### src/rtl/nbcs_pkg.sv
// Package for the nested block comment scanner: state and verdict codes,
// character constants and the whitespace test. No dependencies.
package nbcs_pkg;

    typedef enum logic [2:0] {
        PH_IDLE    = 3'd0,
        PH_SKIP_OK = 3'd1,
        PH_SKIP_NO = 3'd2,
        PH_SLASH   = 3'd3,
        PH_STAR    = 3'd4,
        PH_BODY    = 3'd5
    } t_phase;

    typedef enum logic [2:0] {
        BS_LSLASH = 3'd0,
        BS_LSTAR  = 3'd1,
        BS_WS     = 3'd2,
        BS_NONWS  = 3'd3,
        BS_RSTAR  = 3'd4,
        BS_RSLASH = 3'd5
    } t_body;

    typedef enum logic [1:0] {
        V_CONT   = 2'd0,
        V_ACCEPT = 2'd1,
        V_REJECT = 2'd2,
        V_IDLE   = 2'd3
    } t_verdict;

    localparam logic [7:0] CH_SLASH = 8'h2F;
    localparam logic [7:0] CH_STAR  = 8'h2A;
    localparam logic [7:0] CH_SPACE = 8'h20;
    localparam logic [7:0] CH_TAB   = 8'h09;
    localparam logic [7:0] CH_LF    = 8'h0A;
    localparam logic [7:0] CH_CR    = 8'h0D;

    function automatic logic is_ws(input logic [7:0] c);
        return (c == CH_SPACE) || (c == CH_TAB) || (c == CH_LF) || (c == CH_CR);
    endfunction

endpackage

### src/rtl/nbcs_in_if.sv
// Input request channel of the comment scanner: valid/ready and one character item.
// No dependencies.
interface nbcs_in_if;
    logic       valid;
    logic       ready;
    logic [7:0] ch;
    logic       at_end;
    logic       start_req;
    logic       comment_allowed;
    logic       error_recovery;

    modport source (output valid, ch, at_end, start_req, comment_allowed, error_recovery,
                    input ready);
    modport sink   (input valid, ch, at_end, start_req, comment_allowed, error_recovery,
                    output ready);
endinterface

### src/rtl/nbcs_out_if.sv
// Result channel of the comment scanner: valid/ready and one verdict item.
// Depends on nbcs_pkg.
interface nbcs_out_if;
    logic                 valid;
    logic                 ready;
    nbcs_pkg::t_verdict   verdict;
    logic                 consumed;
    logic                 skipped;

    modport source (output valid, verdict, consumed, skipped, input ready);
    modport sink   (input valid, verdict, consumed, skipped, output ready);
endinterface

### src/rtl/nested_block_comment_scanner_core.sv
// Nested block comment scanner, one lookahead character per request.
// A request passes through the input register, then the result register; the result register
// loads only when it is empty or its result is being taken, so a stalled result holds it back.
// Throughput: one request per cycle while results are taken; the token state machine and depth
// counter update combinationally between the two registers.
// Reset (i_rst_n low, synchronous): both stages empty, phase idle, body state
// whitespace, depth zero.
// Depends on nbcs_pkg, nbcs_in_if, nbcs_out_if.
module nested_block_comment_scanner_core #(
    parameter int MAX_DEPTH = 255
) (
    input  logic              i_clk,
    input  logic              i_rst_n,
    nbcs_in_if.sink           i_in,
    nbcs_out_if.source        o_out
);
    import nbcs_pkg::*;

    // Depth counter holds 0..MAX_DEPTH.
    localparam int DEPTH_W = $clog2(MAX_DEPTH + 1);
    localparam logic [DEPTH_W-1:0] DEPTH_MAX = DEPTH_W'(MAX_DEPTH);
    localparam logic [DEPTH_W-1:0] DEPTH_ONE = DEPTH_W'(1);

    // Input register stage.
    logic       r_in_valid;
    logic [7:0] r_ch;
    logic       r_at_end;
    logic       r_start;
    logic       r_allowed;
    logic       r_recov;

    // Result register stage.
    logic       r_out_valid;
    t_verdict   r_verdict;
    logic       r_consumed;
    logic       r_skipped;

    // Token state.
    t_phase               r_phase, n_phase;
    t_body                r_body,  n_body;
    logic [DEPTH_W-1:0]   r_depth, n_depth;

    t_verdict   n_verdict;
    logic       n_consumed;
    logic       n_skipped;

    logic       advance;
    logic       fire;

    // The result register frees up when empty or when its request is taken;
    // the input stage then drains into it, so the input stage can refill.
    assign advance    = !r_out_valid || o_out.ready;
    assign fire       = r_in_valid && advance;
    assign i_in.ready = !r_in_valid || advance;

    assign o_out.valid    = r_out_valid;
    assign o_out.verdict  = r_verdict;
    assign o_out.consumed = r_consumed;
    assign o_out.skipped  = r_skipped;

    // Input stage: capture a request whenever the stage is free or draining.
    always_ff @(posedge i_clk) begin
        if (!i_rst_n) begin
            r_in_valid <= 1'b0;
        end else if (i_in.ready) begin
            r_in_valid <= i_in.valid;
        end
    end

    always_ff @(posedge i_clk) begin
        if (i_in.ready && i_in.valid) begin
            r_ch      <= i_in.ch;
            r_at_end  <= i_in.at_end;
            r_start   <= i_in.start_req;
            r_allowed <= i_in.comment_allowed;
            r_recov   <= i_in.error_recovery;
        end
    end

    // Result stage: load on fire, drop valid once taken with nothing behind it.
    always_ff @(posedge i_clk) begin
        if (!i_rst_n) begin
            r_out_valid <= 1'b0;
        end else if (advance) begin
            r_out_valid <= r_in_valid;
        end
    end

    always_ff @(posedge i_clk) begin
        if (fire) begin
            r_verdict  <= n_verdict;
            r_consumed <= n_consumed;
            r_skipped  <= n_skipped;
        end
    end

    // State registers advance only with a processed request.
    always_ff @(posedge i_clk) begin
        if (!i_rst_n) begin
            r_phase <= PH_IDLE;
            r_body  <= BS_WS;
            r_depth <= '0;
        end else if (fire) begin
            r_phase <= n_phase;
            r_body  <= n_body;
            r_depth <= n_depth;
        end
    end

    // Next state and verdict for the request in the input stage.
    always_comb begin
        t_phase             ph;
        logic               ws;
        logic               eof;
        logic [DEPTH_W-1:0] dec;

        ws  = is_ws(r_ch);
        eof = r_at_end;
        ph  = r_phase;

        n_phase    = r_phase;
        n_body     = r_body;
        n_depth    = r_depth;
        n_verdict  = V_CONT;
        n_consumed = 1'b0;
        n_skipped  = 1'b0;
        dec        = (r_depth != '0) ? (r_depth - DEPTH_ONE) : r_depth;

        // A start request abandons any open attempt and begins afresh.
        if (r_start) begin
            n_body  = BS_WS;
            n_depth = '0;
            ph      = r_allowed ? PH_SKIP_OK : PH_SKIP_NO;
        end

        if (r_start && r_recov) begin
            // Error recovery: reject straight away.
            n_phase   = PH_IDLE;
            n_verdict = V_REJECT;
        end else begin
            unique case (ph)
                PH_SKIP_OK, PH_SKIP_NO: begin
                    if (!eof && ws) begin
                        // Leading whitespace outside the token.
                        n_phase    = ph;
                        n_consumed = 1'b1;
                        n_skipped  = 1'b1;
                    end else if (ph == PH_SKIP_OK && !eof && r_ch == CH_SLASH) begin
                        n_phase    = PH_SLASH;
                        n_consumed = 1'b1;
                    end else begin
                        n_phase   = PH_IDLE;
                        n_verdict = V_REJECT;
                    end
                end
                PH_SLASH: begin
                    if (!eof && r_ch == CH_STAR) begin
                        n_phase    = PH_STAR;
                        n_consumed = 1'b1;
                    end else begin
                        n_phase   = PH_IDLE;
                        n_verdict = V_REJECT;
                    end
                end
                PH_STAR: begin
                    if (eof) begin
                        // End of input right after the opener accepts.
                        n_phase   = PH_IDLE;
                        n_verdict = V_ACCEPT;
                    end else if (ws) begin
                        n_phase    = PH_BODY;
                        n_body     = BS_WS;
                        n_depth    = DEPTH_ONE;
                        n_consumed = 1'b1;
                    end else begin
                        n_phase   = PH_IDLE;
                        n_verdict = V_REJECT;
                    end
                end
                PH_BODY: begin
                    n_phase    = PH_BODY;
                    n_consumed = 1'b1;
                    if (eof) begin
                        // End of input inside the comment accepts.
                        n_phase    = PH_IDLE;
                        n_verdict  = V_ACCEPT;
                        n_consumed = 1'b0;
                    end else begin
                        unique case (r_body)
                            BS_LSLASH: begin
                                n_body = (r_ch == CH_STAR) ? BS_LSTAR :
                                         (ws ? BS_WS : BS_NONWS);
                            end
                            BS_LSTAR: begin
                                if (ws) begin
                                    // Nested opener; saturate at the maximum.
                                    n_body = BS_WS;
                                    if (r_depth < DEPTH_MAX) begin
                                        n_depth = r_depth + DEPTH_ONE;
                                    end
                                end else begin
                                    n_body = BS_NONWS;
                                end
                            end
                            BS_WS: begin
                                if (r_ch == CH_SLASH) begin
                                    n_body = BS_LSLASH;
                                end else if (r_ch == CH_STAR) begin
                                    n_body = BS_RSTAR;
                                end else if (!ws) begin
                                    n_body = BS_NONWS;
                                end
                            end
                            BS_NONWS: begin
                                if (ws) begin
                                    n_body = BS_WS;
                                end
                            end
                            BS_RSTAR: begin
                                n_body = (r_ch == CH_SLASH) ? BS_RSLASH :
                                         (ws ? BS_WS : BS_NONWS);
                            end
                            BS_RSLASH: begin
                                if (ws) begin
                                    // Closer; the outermost one ends the token and
                                    // leaves its whitespace unconsumed.
                                    n_depth = dec;
                                    if (dec == '0) begin
                                        n_phase    = PH_IDLE;
                                        n_verdict  = V_ACCEPT;
                                        n_consumed = 1'b0;
                                    end else begin
                                        n_body = BS_WS;
                                    end
                                end else begin
                                    n_body = BS_NONWS;
                                end
                            end
                            default: begin
                                n_body = BS_WS;
                            end
                        endcase
                    end
                end
                default: begin
                    // No attempt open.
                    n_phase   = PH_IDLE;
                    n_verdict = V_IDLE;
                end
            endcase
        end
    end

endmodule
### src/flat_wrapper.sv
// flat-port wrapper written by rule: the top's interface ports become plain ports
module nested_block_comment_scanner_core_flat import nbcs_pkg::*;
#(
    parameter int MAX_DEPTH = 255
)
  (i_clk, i_rst_n, i_in_valid, i_in_ch, i_in_at_end, i_in_start_req, i_in_comment_allowed, i_in_error_recovery, i_in_ready, o_out_valid, o_out_verdict, o_out_consumed, o_out_skipped, o_out_ready);
  nbcs_in_if i_in_i ();
  nbcs_out_if o_out_i ();
  input  logic i_clk;
  input  logic i_rst_n;
  input wire logic [$bits(i_in_i.valid)-1:0] i_in_valid;
  input wire logic [$bits(i_in_i.ch)-1:0] i_in_ch;
  input wire logic [$bits(i_in_i.at_end)-1:0] i_in_at_end;
  input wire logic [$bits(i_in_i.start_req)-1:0] i_in_start_req;
  input wire logic [$bits(i_in_i.comment_allowed)-1:0] i_in_comment_allowed;
  input wire logic [$bits(i_in_i.error_recovery)-1:0] i_in_error_recovery;
  output wire logic [$bits(i_in_i.ready)-1:0] i_in_ready;
  output wire logic [$bits(o_out_i.valid)-1:0] o_out_valid;
  output wire logic [$bits(o_out_i.verdict)-1:0] o_out_verdict;
  output wire logic [$bits(o_out_i.consumed)-1:0] o_out_consumed;
  output wire logic [$bits(o_out_i.skipped)-1:0] o_out_skipped;
  input wire logic [$bits(o_out_i.ready)-1:0] o_out_ready;
  assign i_in_i.valid = i_in_valid;
  assign i_in_i.ch = i_in_ch;
  assign i_in_i.at_end = i_in_at_end;
  assign i_in_i.start_req = i_in_start_req;
  assign i_in_i.comment_allowed = i_in_comment_allowed;
  assign i_in_i.error_recovery = i_in_error_recovery;
  assign i_in_ready = i_in_i.ready;
  assign o_out_valid = o_out_i.valid;
  assign o_out_verdict = o_out_i.verdict;
  assign o_out_consumed = o_out_i.consumed;
  assign o_out_skipped = o_out_i.skipped;
  assign o_out_i.ready = o_out_ready;
  nested_block_comment_scanner_core #(.MAX_DEPTH(MAX_DEPTH)) u_core (.i_clk(i_clk), .i_rst_n(i_rst_n), .i_in(i_in_i), .o_out(o_out_i));
endmodule
### config.mk
export PLATFORM = sky130hd
export DESIGN_NAME = nested_block_comment_scanner_core_flat
export DESIGN_NICKNAME = d
export VERILOG_FILES = /design/src/rtl/nbcs_pkg.sv /design/src/rtl/nbcs_in_if.sv /design/src/rtl/nbcs_out_if.sv /design/src/rtl/nested_block_comment_scanner_core.sv /design/src/flat_wrapper.sv
export SDC_FILE = /design/constraint.sdc
export NUM_CORES = 1
export LEC_CHECK = 0
export BUFFER_PORTS_ARGS = -buffer_cell sky130_fd_sc_hd__buf_2
export CAP_MARGIN = 20
export CORE_MARGIN = 2
export CORE_UTILIZATION = 46
export DETAILED_ROUTE_END_ITERATION = 10
export PLACE_DENSITY = 0.72
export SYNTH_ARGS = -nofsm -noshare
export SYNTH_HDL_FRONTEND = slang
export SYNTH_SLANG_ARGS = --single-unit
### constraint.sdc
create_clock -name i_clk -period 2.9 [get_ports i_clk]
set_clock_uncertainty 0.1 [all_clocks]
set_input_delay 0.29 -clock i_clk [delete_from_list [all_inputs] [get_ports i_clk]]
set_output_delay 0.29 -clock i_clk [all_outputs]
set_load 0.05 [all_outputs]
# --- Word level (Yosys, flattened, before mapping) ---
# Index checks and enable logic that the tools add are counted.
totals:
  ff_bits: 32
  out_inout_bits: 6
  wordCells: 113
  inputBits: 16
op_classes:
  n_reduce_logical: 20
  mux: 60
  eq_ne: 16
  n_addsub: 2
  bitwise: 1
  magnitude_cmp: 1
ops:
  columns: ["cell", "n"]
  rows:
  - ["2-to-1 mux 8 bit", 9]
  - ["2-to-1 mux 3 bit", 22]
  - ["case mux 8 bit (2 select lines)", 2]
  - ["== test 8 x 4 -> 1 bit (second input constant)", 3]
  - ["== test 8 x 6 -> 1 bit (second input constant)", 3]
  - ["2-to-1 mux 2 bit", 10]
  - ["case mux 3 bit (6 select lines)", 1]
  - ["== test 3 x 2 -> 1 bit (second input constant)", 4]
  - ["== test 3 bit (second input constant)", 4]
  - ["2-to-1 mux 1 bit", 12]
  - ["case mux 3 bit (4 select lines)", 1]
  - ["adder 8 x 1 -> 8 bit (second input constant)", 1]
  - ["zero test 8 bit", 1]
  - ["< comparator 8 bit (second input constant)", 1]
  - ["case mux 2 bit (4 select lines)", 1]
  - ["nonzero test 8 bit", 1]
  - ["subtractor 8 x 1 -> 8 bit (second input constant)", 1]
  - ["logical AND 1 bit", 7]
  - ["== test 3 x 1 -> 1 bit (second input constant)", 2]
  - ["case mux 3 bit (2 select lines)", 1]
  - ["logical OR 1 bit", 5]
  - ["case mux 1 bit (4 select lines)", 1]
  - ["OR reduction 2 bit", 2]
  - ["zero test 1 bit", 3]
  - ["2 further kinds", 2]

# --- Logic depth before layout (Yosys ltp) ---
# Gate-level depths: netlist of run 1.
logic_depth:
  ltp_word: 11
  depth_mapped: 10

# --- Worst setup path before layout of run 1 ---
# No wires, ideal clock.
synth_timing:
  kind: "register -> register"
  start: "reg u_core.r_depth[0]"
  end: "reg u_core.r_consumed (netlist: u_core.o_out.consumed) (data pin)"
  path_stages_with_launch: 11
  path_buffers: 2
  arrival_time_ns: 2.361
  path_slack_ns: 0.183
  setup_time_ns: 0.256
  required_ns: 2.544
  cell_sequence: "dfxtp_1 clkbuf_1 inv_1 ha_1 or4b_2 clkbuf_1 nor3_1 o21ai_0 a21oi_1 a31oi_1 o22a_1"
synth_between:
  elab_chain_cells: 8
synth_rtl:
  columns: ["element", "line_no", "source"]
  rows:
  - ["from (decl)", "nested_block_comment_scanner_core.sv:41", "logic [DEPTH_W-1:0] r_depth, n_depth;"]
  - ["from (signal assigned)", "nested_block_comment_scanner_core.sv:106", "r_depth <= n_depth;"]
  - ["subtractor 8 x 1 -> 8 bit / nonzero test 8 bit (equally long branches)", "nested_block_comment_scanner_core.sv:127", "dec = (r_depth != '0) ? (r_depth - DEPTH_ONE) : r_depth;"]
  - ["2-to-1 mux 8 bit *", "nested_block_comment_scanner_core.sv:127", null]
  - ["zero test 8 bit *", "nested_block_comment_scanner_core.sv:228", "if (dec == '0) begin"]
  - ["2-to-1 mux 1 bit *", "nested_block_comment_scanner_core.sv:228", null]
  - ["2-to-1 mux 1 bit *", "nested_block_comment_scanner_core.sv:224", "if (ws) begin"]
  - ["2-to-1 mux 1 bit *", "nested_block_comment_scanner_core.sv:189", "unique case (r_body)"]
  - ["2-to-1 mux 1 bit *", "nested_block_comment_scanner_core.sv:183", "if (eof) begin"]
  - ["case mux 1 bit (4 select lines) *", "nested_block_comment_scanner_core.sv:141", "unique case (ph)"]
  - ["to (signal assigned)", "nested_block_comment_scanner_core.sv:92", "r_consumed <= n_consumed;"]
  - ["to (decl)", "nested_block_comment_scanner_core.sv:35", "logic r_consumed;"]
# Mark *: on every way between the ends. The rest lies on a longest branch, timed or not.
# A chain may end at the register's enable or synchronous reset.

# --- Final worst setup path of run 1 ---
# Same ends and word-level chain as after synthesis.

==> flow_summary.toml, run 1 <==
[yosys]
syn-cell-area_um2 = 2440
synth-edff-count = 16
synth_seq_area_share = 0.328
synth_top_flop_cell = "edfxtp_1"
synthTopCellsByArea = "edfxtp_1 (20%), dfxtp_1 (13%), nand2_1 (5.2%), a21oi_1 (4.5%), o21ai_0 (4.1%)"
ys.warnings.count = 0
synth_top_area_cell = "edfxtp_1"
ys_ff_latch = 32
synth_most_common_cell = "nand2_1"
ys_top_cells_by_count = "nand2_1 (34), a21oi_1 (22), nor2_1 (22)"
synth_top_area_share = 0.197
async_flop_share = 0
synth.distinct_cells = 68
syn-mean-instance-area_um2 = 7.88
synth_cells = 310
syn-num-nets = 328

[place]
gp_congestion = 1.01
place_area_um2 = 2670
dp_hpwl_um = 4870
port-buffer-count = 21

[die]
die_area_um2 = 5910
initial_core_util = 0.478
die_h_um = 76.9
io_pins = 22
core-area_um2 = 5110
fp-row-count = 26
die_w_um = 76.9

[routing]
drc = 0
vias = 2616
vias_per_cell = 6.49
drt-wirelength-per-cell_um = 16.7
dr.pass1.iters = 6
routed_wl_um = 6730
initialDrtViolationCount = 264
detail-route-antenna-nets = 0

[pwr]
p_int_uw = 687
p_leak_nw = 0.971
swShare = 0.260
peakVddDrop_mv = 0.329
total_power_uw = 928
power_density_nw_per_um2 = 338
p_comb_frac = 0.101
p_seq_frac = 0.538
p_sw_uw = 242
p_clk_frac = 0.361

[cts]
numClockSinks = 32
postCtsSetupBuffers = 0
path_clk_slew_ps = 70
numCtsBuffers = 5
h-tree-depth = 2
insertion_delay_ps = 290
clk_path_buf_depth = 2
clockRootBuffer = "clkbuf_8"
cts_tree = "yes"
cts_hold_buf = 0
post_cts_resized = 0

[worst_setup_path]
crit_path_end_kind = "register"
crit_path_start_kind = "register"
cp_max_fo = 6
r2r_start = "u_core.r_depth[0]$_SDFFE_PN0P_"
cp-endpoint = "u_core.o_out.consumed$_SDFFCE_PP0P_"
startpoint = "u_core.r_depth[0]$_SDFFE_PN0P_"
ff2ff_setup_slack_ps = 270
critPathKind = "register to register"
reg2reg_depth = 8
crit_required_ps = 2840
arrival_ps = 2570
r2r_end = "u_core.o_out.consumed$_SDFFCE_PP0P_"

[job]
maxCapViolCount = 0

[sta]
relSlewSlack = 0.500
period_needed_ps = 2630
whs_ps = 74.8
setup_viol = 0
grt_setup_unrepaired = "false"
hold_viol = 0
fmax_mhz = 381
min_period_over_period = 0.905
tns_ps = 0
slew_violations = 0
worst_pin_slew_ps = 740

[finish]
drive_above_1_share = 0.162
fin_area_um2 = 2750
nFillCells = 494
syn2layout_area_growth_pct = 12.5
nNetsFinal = 350
antenna_cells = 0
post-route-util = 0.538

[global_route]
grt_max_degree = 19
antenna_found_initial = 0
grt_pass1_vias = 2347
grt.overflow.total = 0
grt_use_total = 0.229
grt_pass1_wl_um = 11000

[worst_hold_path]
min_path_type = "input pin to register"

[outcome]
status = "finished clean"
-- stage by stage --
stage | cells | setup slack (ps)
final | 403 | 274
after global routing | 403 | 84.6
after detailed placement | 395 | 325
after global placement | 395 | 354
after floorplan | 310 | 183
after CTS | 403 | 306
-- layout make-up --
| cell class | instances | area, um2 | area share |
|---|---|---|---|
| clock buffer | 6 | 72.6 | 0.0264 |
| clock inverter | 2 | 11.3 | 0.00409 |
| inverter | 13 | 48.8 | 0.0177 |
| multi-input combinational | 244 | 1510 | 0.550 |
| sequential | 32 | 801 | 0.291 |
| tap | 70 | 87.6 | 0.0318 |
| timing repair buffer | 36 | 218 | 0.0792 |
-- worst max-delay path, stage by stage, from the launching register on --
cell and delay (ps):
dfxtp_1 310, inv_1 50, ha_1 160, or4b_2 670, nor3_1 150, o21ai_0 100, a21oi_1 360, a31oi_1 230
o22a_1 250
-- power groups by stage --
| stage | Clock (mW) | Combinational (mW) | Sequential [mW] |
|---|---|---|---|
| final | 0.335 | 0.0941 | 0.499 |
| after global routing | 0.361 | 0.101 | 0.501 |
| after CTS | 0.343 | 0.0921 | 0.499 |
| after detailed placement | 0 | 0.0917 | 0.509 |
| after global placement | 0 | 0.0908 | 0.509 |
| after floorplan | 0 | 0.0482 | 0.519 |
-- flip-flops by register name (all words and copies together), names as in the netlist --
register and flops:
u_core.o_out.consumed 1, u_core.o_out.skipped 1, u_core.o_out.valid 1, u_core.o_out.verdict 2, u_core.r_allowed 1, u_core.r_at_end 1, u_core.r_body 3, u_core.r_ch 8
u_core.r_depth 8, u_core.r_in_valid 1, u_core.r_phase 3, u_core.r_recov 1, u_core.r_start 1
-- cell families (layout without fill, tap and decap cells) --
logic type,Yosys count,after routing,synth area share
AO/OA/AOI/OAI,107,107,0.302
XOR/XNOR,2,2,0.00717
adder cells (fa/ha/maj),3,3,0.0143
buffers and inverters,34,57,0.0538
flip-flops,32,32,0.328
multiplexers,2,2,0.00819
AND/OR/NAND/NOR,130,130,0.287
-- layout by cell type, fill, tap and decap left out, types with 6 or more instances in the layout --
cell      synthesis  final
dfxtp_1          16     16
nand2_1          34     34
o21ai_0          20     20
nor2_1           22     22
buf_2             3     21
o211ai_1         10     10
nor2b_1           7      7
inv_1            12     12
o31ai_1           6      6
buf_4             0     15
a21oi_1          22     22
and2_1            6      6
nor3_1           13     13
edfxtp_1         16     16
nand3_1          11     11
-- worst min path at each step --
stage	from	endpoint	slack (ps)	cells past startpoint
5_1_grt	i_in_error_recovery	u_core.r_recov$_DFFE_PP_	70	1
3_3_place_gp	i_in_ch[5]	u_core.r_ch[5]$_DFFE_PP_	370	1
3_5_place_dp	i_in_ch[1]	u_core.r_ch[1]$_DFFE_PP_	370	1
4_1_cts	i_in_comment_allowed	u_core.r_allowed$_DFFE_PP_	70	1
6_report	i_in_comment_allowed	u_core.r_allowed$_DFFE_PP_	70	1
2_1_floorplan	i_in_comment_allowed	u_core.r_allowed$_DFFE_PP_	290	0
-- metal layers --
metal / vias to the layer above / GRT usage / routed length, um
li1: 1228 / - / -
met1: 1174 / 0.290 / 2680
met2: 184 / 0.374 / 3210
met3: 30 / 0.0482 / 620
met4: 0 / 0.105 / 225
met5: - / 0 / 0
Power figures use the tool's default switching activity.
==> run 2, diff against run 1 <==
Settings changed: BUFFER_PORTS_ARGS -buffer_cell sky130_fd_sc_hd__buf_2 to -buffer_cell sky130_fd_sc_hd__buf_4, CAP_MARGIN 20 to default.
==> flow_summary.toml, run 2 (synthesized netlist as in run 1, its figures left out) <==
[sta]
period_needed_ps = 2750
hold_viol = 0
min_period_over_period = 0.948
worst_pin_slew_ps = 654
fmax_mhz = 364
grt_setup_unrepaired = "false"
worst_slack_ps = 152
relSlewSlack = 0.558
whs_ps = 77.3
setup_viol = 0
tns_ps = 0
slew_violations = 0

[cts]
cts_hold_buf = 0
clk_path_buf_depth = 2
postCtsSetupBuffers = 0
cts_tree = "yes"
clockRootBuffer = "clkbuf_8"
path_clk_slew_ps = 70
insertion_delay_ps = 290
h-tree-depth = 2
numCtsBuffers = 5
numClockSinks = 32

[routing]
detail-route-antenna-nets = 0
vias = 2555
drc = 0
drt-wirelength-per-cell_um = 16.4
vias_per_cell = 6.34
routed_wl_um = 6600
initialDrtViolationCount = 275
dr.pass1.iters = 5

[outcome]
status = "finished clean"

[worst_setup_path]
critPathKind = "register to register"
cp_max_fo = 6
crit_path_end_kind = "register"
crit_slowest_cell = "or4b_2"
crit_path_start_kind = "register"
reg2reg_depth = 8
worst-path-buf-inv = 1
crit_chain = "inv_1, ha_1, or4b_2, nor3_1, o21ai_0, a21oi_2, a31oi_1, o22a_1"
crit_required_ps = 2840
worst_path_largest_cell_delay_ps = 710
path_delay_family = "simple AND/OR/NAND/NOR gates"
arrival_ps = 2690
cp.depth = 8

[global_route]
grt.overflow.total = 0
grt_pass1_wl_um = 11100
grt_use_total = 0.233
antenna_found_initial = 0
grt_pass1_vias = 2290
grt_max_degree = 18

[pwr]
p_leak_nw = 0.997
peakVddDrop_mv = 0.274
power_density_nw_per_um2 = 344
total_power_uw = 970

[place]
dp.cells = 395
dp_slack_ps = 110
port-buffer-count = 21
dp_hpwl_um = 4900
gp_congestion = 0.999

[die]
die_h_um = 76.9
initial_core_util = 0.478
die_area_um2 = 5910
fp-row-count = 26
core-area_um2 = 5110
die_w_um = 76.9
io_pins = 22

[finish]
nFillCells = 510
regArea_um2 = 801
syn2layout_area_growth_pct = 15.3
final_common_cell = "buf_4"
drive_above_1_share = 0.168
nNetsFinal = 350
layout_common_cells = "buf_4 (36), nand2_1 (34), nor2_1 (22), a21oi_1 (21), o21ai_0 (20)"
layout.cells.non_filler = 403
antenna_cells = 0
top_regs = "u_core.r_ch: 8 flops, u_core.r_depth: 8 flops"
multi_input_area_um2 = 1520

[worst_hold_path]
min_path_type = "input pin to register"
hold_path_depth = 1

[job]
maxCapViolCount = 0
[run 2: cell types whose count changed in the layout (fill, tap and decap cells not counted), sizes merged]
cell	delta
clkbuf	+1
clkinv	-1
[run 2: power by group]
part	internal, mW	leakage (nW)	switching [mW]
logic	0.0378	0.672	0.0593
registers	0.490	0.281	0.0133
clock network	0.193	0.0445	0.176
[run 2: layout make-up]
type,count,area share
multi-input cells,244,0.538
flip-flops and latches,32,0.284
well taps,70,0.0311
inverters,13,0.0173
repair buffers,36,0.0960
clock inverters,1,0.00267
clock buffers,7,0.0307
[run 2: routing by layer]
metal,wire [um],part of all wire,vias up,track usage
li1,-,-,1221,-
met1,2720,0.41,1169,0.305
met2,3110,0.47,142,0.372
met3,575,0.087,23,0.0459
met4,189,0.029,0,0.104
met5,0,0,-,0
[run 2: what timing repair did]
| item | 4_1_cts | 5_1_grt |
|---|---|---|
| setup endpoints to repair | 0 | 3 |
| hold endpoints to repair | 0 | 0 |
| gates resized for setup | 0 | 1 |
[run 2: final timing paths]
path / start / end / slack, ps
setup / recovery: u_core.r_depth[0]$_SDFFE_PN0P_ / u_core.o_out.consumed$_SDFFCE_PP0P_ / 150
hold / removal: i_in_at_end / u_core.r_at_end$_DFFE_PP_ / 80
setup reg to reg: u_core.r_depth[0]$_SDFFE_PN0P_ / u_core.o_out.consumed$_SDFFCE_PP0P_ / 150
hold reg to reg: u_core.r_in_valid$_SDFFE_PN0N_ / u_core.o_out.valid$_SDFFE_PN0P_ / 430
[run 2: through the flow]
step,instance area [um2],util
global route,2820,0.551
detailed placement,2720,0.532
CTS,2810,0.551
floorplan,2440,-
finish,2820,0.551
global placement,2720,0.532
